`src/rtl/dtcw_pkg.sv`:
```
package dtcw_pkg;

  localparam int YEAR_W = 12;
  localparam int FIELD_W = 8;
  localparam int OFFSET_W = 7;
  localparam int WDAY_W = 3;

  localparam logic [YEAR_W-1:0] BASE_YEAR_RESET = 12'd2000;
  localparam int YEAR_SPAN_DEF = 127;

  // formula year runs up to 4095 + 400, so one more bit than the input year
  localparam int YS_W = YEAR_W + 1;
  localparam int GREG_CYCLE = 400;

  // floor(y / 100) == (y * 5243) >> 19 for every y below 8192
  localparam int RECIP100 = 5243;
  localparam int RECIP_SHIFT = 19;
  localparam int PROD_W = 25;
  localparam int QUOT_W = PROD_W - RECIP_SHIFT;

  localparam int SUM_W = 13;
  localparam int LEN_W = 5;

  typedef struct packed {
    logic [YEAR_W-1:0]  year;
    logic [FIELD_W-1:0] month;
    logic [FIELD_W-1:0] day;
    logic [FIELD_W-1:0] hour;
    logic [FIELD_W-1:0] minute;
    logic [FIELD_W-1:0] second;
  } stamp_t;

  typedef struct packed {
    logic                date_ok;
    logic                time_ok;
    logic [OFFSET_W-1:0] year_offset;
    logic [WDAY_W-1:0]   weekday;
  } check_t;

  localparam logic [FIELD_W-1:0] MONTH_FEB = 8'd2;
  localparam logic [FIELD_W-1:0] MONTH_DEC = 8'd12;
  localparam logic [FIELD_W-1:0] HOURS_PER_DAY = 8'd24;
  localparam logic [FIELD_W-1:0] MINUTES_PER_HOUR = 8'd60;
  localparam logic [WDAY_W-1:0] SUNDAY = 3'd7;
  localparam logic [WDAY_W-1:0] NO_WEEKDAY = 3'd0;

  // days in the month, February without the leap day
  function automatic logic [LEN_W-1:0] month_len(input logic [3:0] mo);
    logic [LEN_W-1:0] len;
    unique case (mo)
      4'd1, 4'd3, 4'd5, 4'd7, 4'd8, 4'd10, 4'd12: len = 5'd31;
      4'd4, 4'd6, 4'd9, 4'd11:                    len = 5'd30;
      4'd2:                                       len = 5'd28;
      default:                                    len = 5'd0;
    endcase
    return len;
  endfunction

  // (31 * m) / 12 with m counted from March = 1, January and February as 11 and 12
  function automatic logic [LEN_W-1:0] month_term(input logic [3:0] mo);
    logic [LEN_W-1:0] t;
    unique case (mo)
      4'd1:    t = 5'd28;
      4'd2:    t = 5'd31;
      4'd3:    t = 5'd2;
      4'd4:    t = 5'd5;
      4'd5:    t = 5'd7;
      4'd6:    t = 5'd10;
      4'd7:    t = 5'd12;
      4'd8:    t = 5'd15;
      4'd9:    t = 5'd18;
      4'd10:   t = 5'd20;
      4'd11:   t = 5'd23;
      4'd12:   t = 5'd25;
      default: t = 5'd0;
    endcase
    return t;
  endfunction

endpackage

```
`src/rtl/dtcw_pipe.sv`:
```
module dtcw_pipe #(
  parameter int YEAR_SPAN = dtcw_pkg::YEAR_SPAN_DEF
) (
  input  logic                           clk,
  input  logic                           rst,
  input  logic                           start,
  input  dtcw_pkg::stamp_t               stamp,
  input  logic [dtcw_pkg::YEAR_W-1:0]    base_year,
  output logic                           done,
  output dtcw_pkg::check_t               check
);
  import dtcw_pkg::*;

  localparam int CMP_W = YEAR_W + 1;
  localparam logic [CMP_W-1:0] SPAN = CMP_W'(YEAR_SPAN);

  // stage 1: range checks, table lookups, reciprocal products
  logic                v1;
  logic                time_ok1, year_ok1, month_ok1, feb1;
  logic [LEN_W-1:0]    len1, tm1;
  logic [FIELD_W-1:0]  day1;
  logic [YEAR_W-1:0]   year1;
  logic [YS_W-1:0]     ys1;
  logic [PROD_W-1:0]   py1, ps1;
  logic [OFFSET_W-1:0] off1;

  logic            early;
  logic [YS_W-1:0] ys;
  logic [YEAR_W-1:0] diff;

  assign early = (stamp.month <= MONTH_FEB);
  assign ys = YS_W'(stamp.year) + YS_W'(GREG_CYCLE) - YS_W'(early);
  assign diff = stamp.year - base_year;

  always_ff @(posedge clk) begin
    if (rst) begin
      v1 <= 1'b0;
    end else begin
      v1 <= start;
    end
    time_ok1  <= (stamp.hour < HOURS_PER_DAY) && (stamp.minute < MINUTES_PER_HOUR) &&
                 (stamp.second < MINUTES_PER_HOUR);
    year_ok1  <= (stamp.year >= base_year) &&
                 (CMP_W'(stamp.year) <= CMP_W'(base_year) + SPAN);
    month_ok1 <= (stamp.month != '0) && (stamp.month <= MONTH_DEC);
    feb1      <= (stamp.month == MONTH_FEB);
    len1      <= month_len(stamp.month[3:0]);
    tm1       <= month_term(stamp.month[3:0]);
    day1      <= stamp.day;
    year1     <= stamp.year;
    ys1       <= ys;
    py1       <= PROD_W'(stamp.year) * PROD_W'(RECIP100);
    ps1       <= PROD_W'(ys) * PROD_W'(RECIP100);
    off1      <= diff[OFFSET_W-1:0];
  end

  // stage 2: leap year, day range, weekday sum
  logic                v2;
  logic                date_ok2, time_ok2, month_ok2;
  logic [OFFSET_W-1:0] off2;
  logic [SUM_W-1:0]    sum2;

  logic [QUOT_W-1:0] qy, qs;
  logic              cent, leap, date_ok;
  logic [LEN_W-1:0]  len;
  logic [SUM_W-1:0]  sum;

  assign qy = py1[PROD_W-1:RECIP_SHIFT];
  assign qs = ps1[PROD_W-1:RECIP_SHIFT];
  assign cent = (year1 == YEAR_W'(qy) * YEAR_W'(100));
  // divisible by 400: century year whose century count is a multiple of four
  assign leap = (year1[1:0] == 2'b00) && (!cent || (qy[1:0] == 2'b00));
  assign len = len1 + LEN_W'(feb1 && leap);
  assign date_ok = year_ok1 && month_ok1 && (day1 != '0) && (day1 <= FIELD_W'(len));
  assign sum = SUM_W'(day1) + SUM_W'(ys1) + SUM_W'(ys1 >> 2) - SUM_W'(qs) +
               SUM_W'(qs >> 2) + SUM_W'(tm1);

  always_ff @(posedge clk) begin
    if (rst) begin
      v2 <= 1'b0;
    end else begin
      v2 <= v1;
    end
    date_ok2  <= date_ok;
    time_ok2  <= time_ok1;
    month_ok2 <= month_ok1;
    off2      <= date_ok ? off1 : '0;
    sum2      <= sum;
  end

  // stage 3: sum mod 7 by folding octal digits (8 is 1 mod 7)
  logic [4:0]        fold1;
  logic [3:0]        fold2;
  logic [WDAY_W-1:0] wmod, wday;

  assign fold1 = 5'(sum2[2:0]) + 5'(sum2[5:3]) + 5'(sum2[8:6]) + 5'(sum2[11:9]) +
                 5'(sum2[12]);
  assign fold2 = 4'(fold1[2:0]) + 4'(fold1[4:3]);
  assign wmod = (fold2 >= 4'd7) ? WDAY_W'(fold2 - 4'd7) : fold2[WDAY_W-1:0];
  assign wday = !month_ok2 ? NO_WEEKDAY : ((wmod == '0) ? SUNDAY : wmod);

  always_ff @(posedge clk) begin
    if (rst) begin
      done <= 1'b0;
    end else begin
      done <= v2;
    end
    check.date_ok     <= date_ok2;
    check.time_ok     <= time_ok2;
    check.year_offset <= off2;
    check.weekday     <= wday;
  end

endmodule

```
`src/rtl/date_time_check_weekday_top.sv`:
```
// Date and time check with weekday: each accepted word yields one done strobe.
// Throughput one word per cycle; the three pipeline stages each register their
// results, so busy stays low and a new word may start every cycle.
// The receiver cannot stall; each result is shown for one cycle with done.
// Synchronous reset clears the stage valid bits and loads base_year with 2000.
module date_time_check_weekday_top #(
  parameter int YEAR_SPAN = dtcw_pkg::YEAR_SPAN_DEF
) (
  input  logic                        clk,
  input  logic                        rst,
  input  logic                        start,
  output logic                        busy,
  input  dtcw_pkg::stamp_t            stamp,
  output logic                        done,
  output dtcw_pkg::check_t            check,
  input  logic                        cfg_we,
  input  logic [dtcw_pkg::YEAR_W-1:0] cfg_wdata
);
  import dtcw_pkg::*;

  logic [YEAR_W-1:0] base_year;

  always_ff @(posedge clk) begin
    if (rst) begin
      base_year <= BASE_YEAR_RESET;
    end else if (cfg_we) begin
      base_year <= cfg_wdata;
    end
  end

  assign busy = 1'b0;

  dtcw_pipe #(
    .YEAR_SPAN(YEAR_SPAN)
  ) u_pipe (
    .clk      (clk),
    .rst      (rst),
    .start    (start),
    .stamp    (stamp),
    .base_year(base_year),
    .done     (done),
    .check    (check)
  );

endmodule

```
`config.mk`:
```
export PLATFORM = sky130hd
export DESIGN_NAME = date_time_check_weekday_top
export DESIGN_NICKNAME = d
export VERILOG_FILES = /design/src/rtl/dtcw_pkg.sv /design/src/rtl/dtcw_pipe.sv /design/src/rtl/date_time_check_weekday_top.sv
export SDC_FILE = /design/constraint.sdc
export NUM_CORES = 1
export LEC_CHECK = 0
export BUFFER_PORTS_ARGS = -buffer_cell sky130_fd_sc_hd__clkbuf_2
export CAP_MARGIN = 20
export CORE_MARGIN = 10
export CORE_UTILIZATION = 42
export DETAILED_ROUTE_END_ITERATION = 8
export MAX_ROUTING_LAYER = met4
export PLACE_DENSITY = 0.57
export REMOVE_ABC_BUFFERS = 1
export SLEW_MARGIN = 5
export SYNTH_ARGS = -nofsm -noshare
export SYNTH_HDL_FRONTEND = slang
export SYNTH_SLANG_ARGS = --single-unit
```
`constraint.sdc`:
```
create_clock -name clk -period 10.3 [get_ports clk]
set_input_delay 2.06 -clock clk [delete_from_list [all_inputs] [get_ports clk]]
set_output_delay 2.06 -clock clk [all_outputs]
set_load 0.005 [all_outputs]
```
---- Word level (Yosys, flattened, before mapping) ----
Memory sizes are Yosys's and may differ from the RTL's. A register that Yosys moved wholly into a read port is not among the register bits.
Index checks and enable logic that the tools add are counted.
operators by class
  add/sub/neg operators ................... 16
  multipliers ............................. 3
  div/mod/pow operators ................... 0
  order comparisons ....................... 9
  equality and inequality tests ........... 2
  shift operators ......................... 0
  muxes and demuxes ....................... 2
  bitwise gates (word level) .............. 0
  reduce and logical (&&, ||, !) cells .... 16
operator list
  operator                                              number
  multiplier 12 x 13 -> 25 bit (second input constant)  1
  multiplier 13 x 13 -> 25 bit (second input constant)  1
  < comparator 8 x 6 -> 1 bit (second input constant)   2
  nonzero test 8 bit                                    2
  adder 12 x 7 -> 13 bit (second input constant)        1
  adder 12 x 9 -> 13 bit (second input constant)        1
  adder 13 x 11 -> 13 bit                               1
  adder 13 x 4 -> 13 bit                                1
  adder 13 x 5 -> 13 bit                                1
  adder 8 x 13 -> 13 bit                                1
  <= comparator 12 x 13 -> 1 bit                        1
  subtractor 13 x 1 -> 13 bit                           1
  subtractor 13 x 6 -> 13 bit                           1
  equality test 12 bit                                  1
  greater-or-equal comparator 12 bit                    1
  adder 5 x 1 -> 5 bit                                  2
  adder 5 x 3 -> 5 bit                                  2
  multiplier 6 x 5 -> 10 bit (second input constant)    1
  logical AND 1 bit                                     9
  equality test 8 x 2 -> 1 bit (second input constant)  1
  <= comparator 8 x 2 -> 1 bit (second input constant)  1
  <= comparator 8 x 4 -> 1 bit (second input constant)  1
  <= comparator 8 x 5 -> 1 bit                          1
  < comparator 8 x 5 -> 1 bit (second input constant)   1
  other kinds (10)                                      12
storage, ports and cells
  register bits after elaboration ......... 144
  bits in latches ......................... 0
  RAM bits ................................ 0
  ROM bits ................................ 160
  input bits .............................. 68
  output and inout bits ................... 14
  logic and storage cells ................. 73
  memories ................................ 2
memories
  memory            words  bits a word  read ports  clocked after memory_dff  write ports  line            text
  (name not given)  16     5            1           1                         0            dtcw_pkg.sv:50  unique case (mo)
  (name not given)  16     5            1           1                         0            dtcw_pkg.sv:62  unique case (mo)

---- Longest topological paths before layout ----
  depth in word-level cells ............... 9
  depth in mapped cells ................... 33
  depth with buffers taken out ............ 33

---- By module ----
From an unflattened synthesis, not the netlist that was laid out.
unflattened totals
  cell total of the unflattened synthesis .. 1,201
  area, all modules ....................... 12,042.8 um^2
modules (own cells, without submodules)
  module                       times used  cells an instance  area each (um^2)  seq. area each (um^2)
  dtcw_pipe                    1           1,160              11,587.4          2,042.0
  date_time_check_weekday_top  1           41                 455.4             240.2

---- Worst setup path before layout ----
Ideal clock, no wire load.
  path kind ............................... input -> register
  from .................................... in stamp[35] in the netlist's numbering
  to ...................................... reg u_pipe.ps1[24]
  setup time .............................. 0.130 ns
  arrival time ............................ 9.020 ns
  required time ........................... 10.170 ns
  slack ................................... 1.150 ns
  stages .................................. 30
  buffers on the path ..................... 1
  cell sequence ........................... clkbuf_1 -> nor2_1 -> o211a_1 -> ha_1 -> inv_1 -> ha_1 -> inv_1 -> fa_1 -> nor2b_1 -> o21ai_0 -> nand2_1 -> a211o_1 -> a211oi_1 -> o21ai_0 -> xnor2_1 -> fa_1 -> ha_1 -> fa_1 -> fa_1 -> inv_1 -> fa_1 -> inv_1 -> ha_1 -> a21oi_1 -> o21ai_0 -> a221o_1 -> a221oi_1 -> nor2b_1 -> a311oi_1 -> xnor3_1
between the ends
  word-level cells in the longest chain between the ends .. 3
RTL lines
  item                          line                               text
  from (decl)                   date_time_check_weekday_top.sv:13  input dtcw_pkg::stamp_t stamp,
  <= comparator 8 x 2 -> 1 bit  dtcw_pipe.sv:31                    assign early = (stamp.month <= MONTH_FEB);
  subtractor 13 x 1 -> 13 bit   dtcw_pipe.sv:32                    assign ys = YS_W'(stamp.year) + YS_W'(GREG_CYCLE) - YS_W'(early);
  via u_pipe.ys[11]             dtcw_pipe.sv:28                    logic [YS_W-1:0] ys;
  multiplier 13 x 13 -> 25 bit  dtcw_pipe.sv:53                    ps1 <= PROD_W'(ys) * PROD_W'(RECIP100);
  to (signal assigned)          dtcw_pipe.sv:53
  to (decl)                     dtcw_pipe.sv:24                    logic [PROD_W-1:0] py1, ps1;
The timed path passes the listed nets, and every way through them passes these cells.
A chain may end at the register's enable or synchronous reset.

---- Worst setup path after layout ----
  from .................................... in stamp[38] in the netlist's numbering
  to ...................................... reg u_pipe.ps1[24]
The elaborated chain is that of the path after synthesis.

==> run_summary.xml <==
<?xml version="1.0" encoding="UTF-8"?>
<metrics>
  <group name="finish">
    <metric name="num-nets-final" unit="">1801</metric>
    <metric name="flow.area_growth_from_synthesis" unit="%">12.7</metric>
    <metric name="fill_cells" unit="">2765</metric>
    <metric name="drive_above_1_share" unit="%">9.27</metric>
    <metric name="insertedDiodeCount" unit="">0</metric>
  </group>
  <group name="sta">
    <metric name="finalClockSkew" unit="ps">8.87</metric>
    <metric name="tns" unit="ps">0</metric>
    <metric name="timing.final.crit_share" unit="%">90.6</metric>
    <metric name="clock_period_minus_final_worst_setup_slack" unit="ps">9330</metric>
    <metric name="grt_setup_unrepaired" unit="">no</metric>
    <metric name="tightest_slew" unit="ps">1030</metric>
    <metric name="finalSetupViolCount" unit="">0</metric>
    <metric name="finalMaxSlewViolations" unit="">0</metric>
    <metric name="timing.slew.headroom" unit="%">30.8</metric>
    <metric name="fmax" unit="GHz">0.107</metric>
    <metric name="timing.final.hold_violations" unit="">0</metric>
  </group>
  <group name="outcome">
    <metric name="status" unit="">finished, final reports clean</metric>
  </group>
  <group name="floorplanning">
    <metric name="floorplan.initialDensity" unit="%">42.5</metric>
    <metric name="dieWidth" unit="µm">190</metric>
    <metric name="coreArea" unit="µm²">28700</metric>
    <metric name="io_pins" unit="">82</metric>
    <metric name="fp.dieH" unit="µm">190</metric>
    <metric name="dieArea" unit="µm²">36300</metric>
    <metric name="placementRows" unit="">62</metric>
  </group>
  <group name="routing">
    <metric name="routedWlPerCell" unit="µm">14.4</metric>
    <metric name="drt_wl_total" unit="µm">24800</metric>
    <metric name="drt.antenna.violating_nets" unit="">0</metric>
    <metric name="routed-via-count" unit="">8163</metric>
    <metric name="drt_iter0_drc" unit="">264</metric>
    <metric name="drc" unit="">0</metric>
    <metric name="avgViaCountPerCell" unit="">4.74</metric>
    <metric name="drt_pre_antenna_iters" unit="">4</metric>
  </group>
  <group name="setup_path">
    <metric name="crit_arrival" unit="ps">9630</metric>
    <metric name="crit_path_top_delay_cell" unit="">fa_1</metric>
    <metric name="critPathMostFrequentCell" unit="">fa_1</metric>
    <metric name="critPathMaxFanout" unit="">5</metric>
    <metric name="cp_data_required_time" unit="ps">10590</metric>
    <metric name="critPathKind" unit="">input pin to register</metric>
    <metric name="timing.critical_path.slowest_cell_delay" unit="ps">560</metric>
    <metric name="crit_path_end_kind" unit="">register</metric>
    <metric name="worstSetupStartpointType" unit="">input pin</metric>
  </group>
  <group name="clock_tree">
    <metric name="cts_hold_buf" unit="">0</metric>
    <metric name="clkSlewWorstSetupHoldPaths" unit="ps">50</metric>
    <metric name="cts_resized" unit="">0</metric>
    <metric name="sinks_on_the_clock_net" unit="">114</metric>
    <metric name="clock_insertion_delay_worst_skew" unit="ps">420</metric>
    <metric name="ctsLongestPathBuffers" unit="">2</metric>
    <metric name="tritoncts" unit="">done</metric>
    <metric name="clockRootBuffer" unit="">clkbuf_16</metric>
    <metric name="postCtsSetupRepairBufs" unit="">0</metric>
    <metric name="cts_made_buffers" unit="">17</metric>
    <metric name="cts_max_level" unit="">4</metric>
  </group>
  <group name="placement">
    <metric name="buffer_ports.inserted" unit="">73</metric>
    <metric name="dp.final_hpwl" unit="µm">21400</metric>
    <metric name="gp_routability_congestion" unit="">0.835</metric>
  </group>
  <group name="grt">
    <metric name="busiest_layer" unit="">met2</metric>
    <metric name="grt.met1_usage" unit="%">18.1</metric>
    <metric name="antenna_violations_before_repair" unit="">0</metric>
    <metric name="grt_util_met2" unit="%">25.6</metric>
    <metric name="grt_first_pass_wirelength" unit="µm">42200</metric>
    <metric name="grt_overflow_total" unit="">0</metric>
    <metric name="grt_start_max_net_pins" unit="">19</metric>
    <metric name="met3_demand_to_capacity_share_in_global_routing" unit="%">2.19</metric>
    <metric name="grt.total_usage" unit="%">14.8</metric>
    <metric name="vias_in_the_first_global_route" unit="">8731</metric>
  </group>
  <group name="synthesis">
    <metric name="synthesis.yosys.warnings" unit="">0</metric>
    <metric name="syn-mean-instance-area" unit="µm²">9.91</metric>
    <metric name="yosysSeqAreaShare" unit="%">18.7</metric>
    <metric name="edff_count_synth" unit="">0</metric>
    <metric name="yosys-mux-area-fraction" unit="%">1.02</metric>
    <metric name="synth_top_family_by_area" unit="">adder cells</metric>
    <metric name="adder_and_majority_gate_portion_of_the_synthesized_area" unit="%">50.1</metric>
    <metric name="synth_cell_type_count" unit="">62</metric>
    <metric name="synth-xor-area-share" unit="%">5.07</metric>
    <metric name="syn-cell-area" unit="µm²">12200</metric>
    <metric name="async_reset_ff_share" unit="%">0</metric>
    <metric name="post_synth_and_or_nand_nor_area_fraction" unit="%">6.80</metric>
    <metric name="yosys_register_bits" unit="">114</metric>
    <metric name="top_flip_flop_cell_by_instance_count_after_synthesis" unit="">dfxtp_1</metric>
    <metric name="synth_compound_gate_area_share" unit="%">8.82</metric>
    <metric name="synthesis.instances" unit="">1231</metric>
  </group>
  <group name="flow_run">
    <metric name="maxCapViolations" unit="">0</metric>
  </group>
  <group name="min_path">
    <metric name="hold_path.class" unit="">register to register</metric>
  </group>
</metrics>
[placed cells by master, fill, tap and decap left out, types with 5 or more instances in the layout]
master	instances
inv_1	299
ha_1	277
fa_1	132
dfxtp_1	114
clkbuf_2	73
xnor2_1	62
nor2_1	36
nand2_1	35
a21oi_1	35
a21o_1	25
o21ai_0	21
clkbuf_16	17
nor2b_1	16
nand3_1	11
o21a_1	11
o211ai_1	11
nand4_1	10
nor3_1	9
and2_1	9
mux2i_1	9
buf_4	9
nor4_1	8
a211oi_1	7
and3_1	7
xor2_1	6
bufinv_16	6
nand2b_1	5
a21boi_0	5
a31oi_1	5
[cell families after synthesis]
kind of cell	Yosys count
XOR/XNOR	69
other	1
flip-flops	114
AND/OR/NAND/NOR	161
buffers and inverters	308
adder cells (fa/ha/maj)	409
multiplexers	11
AO/OA/AOI/OAI	158
[Yosys cell counts (16+ instances only)]
| library cell | n | area (µm²) |
|---|---|---|
| fa_1 | 132 | 2640 |
| ha_1 | 277 | 3470 |
| xnor2_1 | 62 | 543 |
| dfxtp_1 | 114 | 2280 |
| nand2_1 | 35 | 131 |
| nor2_1 | 36 | 135 |
| a21oi_1 | 35 | 175 |
| inv_1 | 299 | 1120 |
| o21ai_0 | 21 | 105 |
| nor2b_1 | 16 | 100 |
| a21o_1 | 25 | 188 |
[sequential cells by signal, summed over array words and instances, names as in the netlist, 3 cells and up]
name	cells
u_pipe.off1	7
u_pipe.py1	6
u_pipe.sum2	13
u_pipe.day1	8
u_pipe.year1	12
u_pipe.off2	7
base_year	12
u_pipe.ys1	13
u_pipe.tm1	5
u_pipe.check	12
u_pipe.len1	3
u_pipe.ps1	6
[layer usage]
metal  part of all wire, %  vias up
met5                     0        -
met1                    47     3873
met3                   2.1       15
met2                    50       77
li1                      -     4198
met4                  0.93        0
[path summary, 6_finish.rpt]
check	slack, ps	startpoint	end	cells after the start
setup reg to reg	5390	u_pipe.py1[20]$_DFF_P_	u_pipe.off2[5]$_SDFF_PN0_	19
hold / removal	330	u_pipe.time_ok1$_DFF_P_	u_pipe.time_ok2$_DFF_P_	0
hold reg to reg	330	u_pipe.time_ok1$_DFF_P_	u_pipe.time_ok2$_DFF_P_	0
setup / recovery	970	stamp[38]	u_pipe.ps1[24]$_DFF_P_	31
[worst max-delay path, delay by kind of cell]
family,cells,cell delay [ps]
compound gates,10,2390
xor+xnor,2,750
fa+ha+maj,9,3220
buf+inv,6,480
simple gates,4,710
[per-stage QoR]
step	setup slack, ps	cells	instance area, µm²	util, %	hold WS [ps]
CTS	934	1721	13800	47.9	329
finish	965	1721	13800	47.9	326
detailed placement	511	1689	13100	45.6	316
global route	367	1721	13800	47.9	334
global placement	547	1689	13100	45.6	312
floorplan	1150	1223	12200	-	310
[layout make-up]
class | count | area [µm²] | share of cell area, %
Clock buffer | 18 | 439 | 3.19
Clock inverter | 14 | 235 | 1.71
Inverter | 300 | 1130 | 8.19
Multi-Input combinational cell | 809 | 8760 | 63.7
Sequential cell | 114 | 2280 | 16.6
Tap cell | 384 | 480 | 3.49
Timing Repair Buffer | 82 | 433 | 3.15
Power is left out: the tool's default activity adds up to more than one toggle a clock period on the data nets, which glitch-free logic cannot reach.
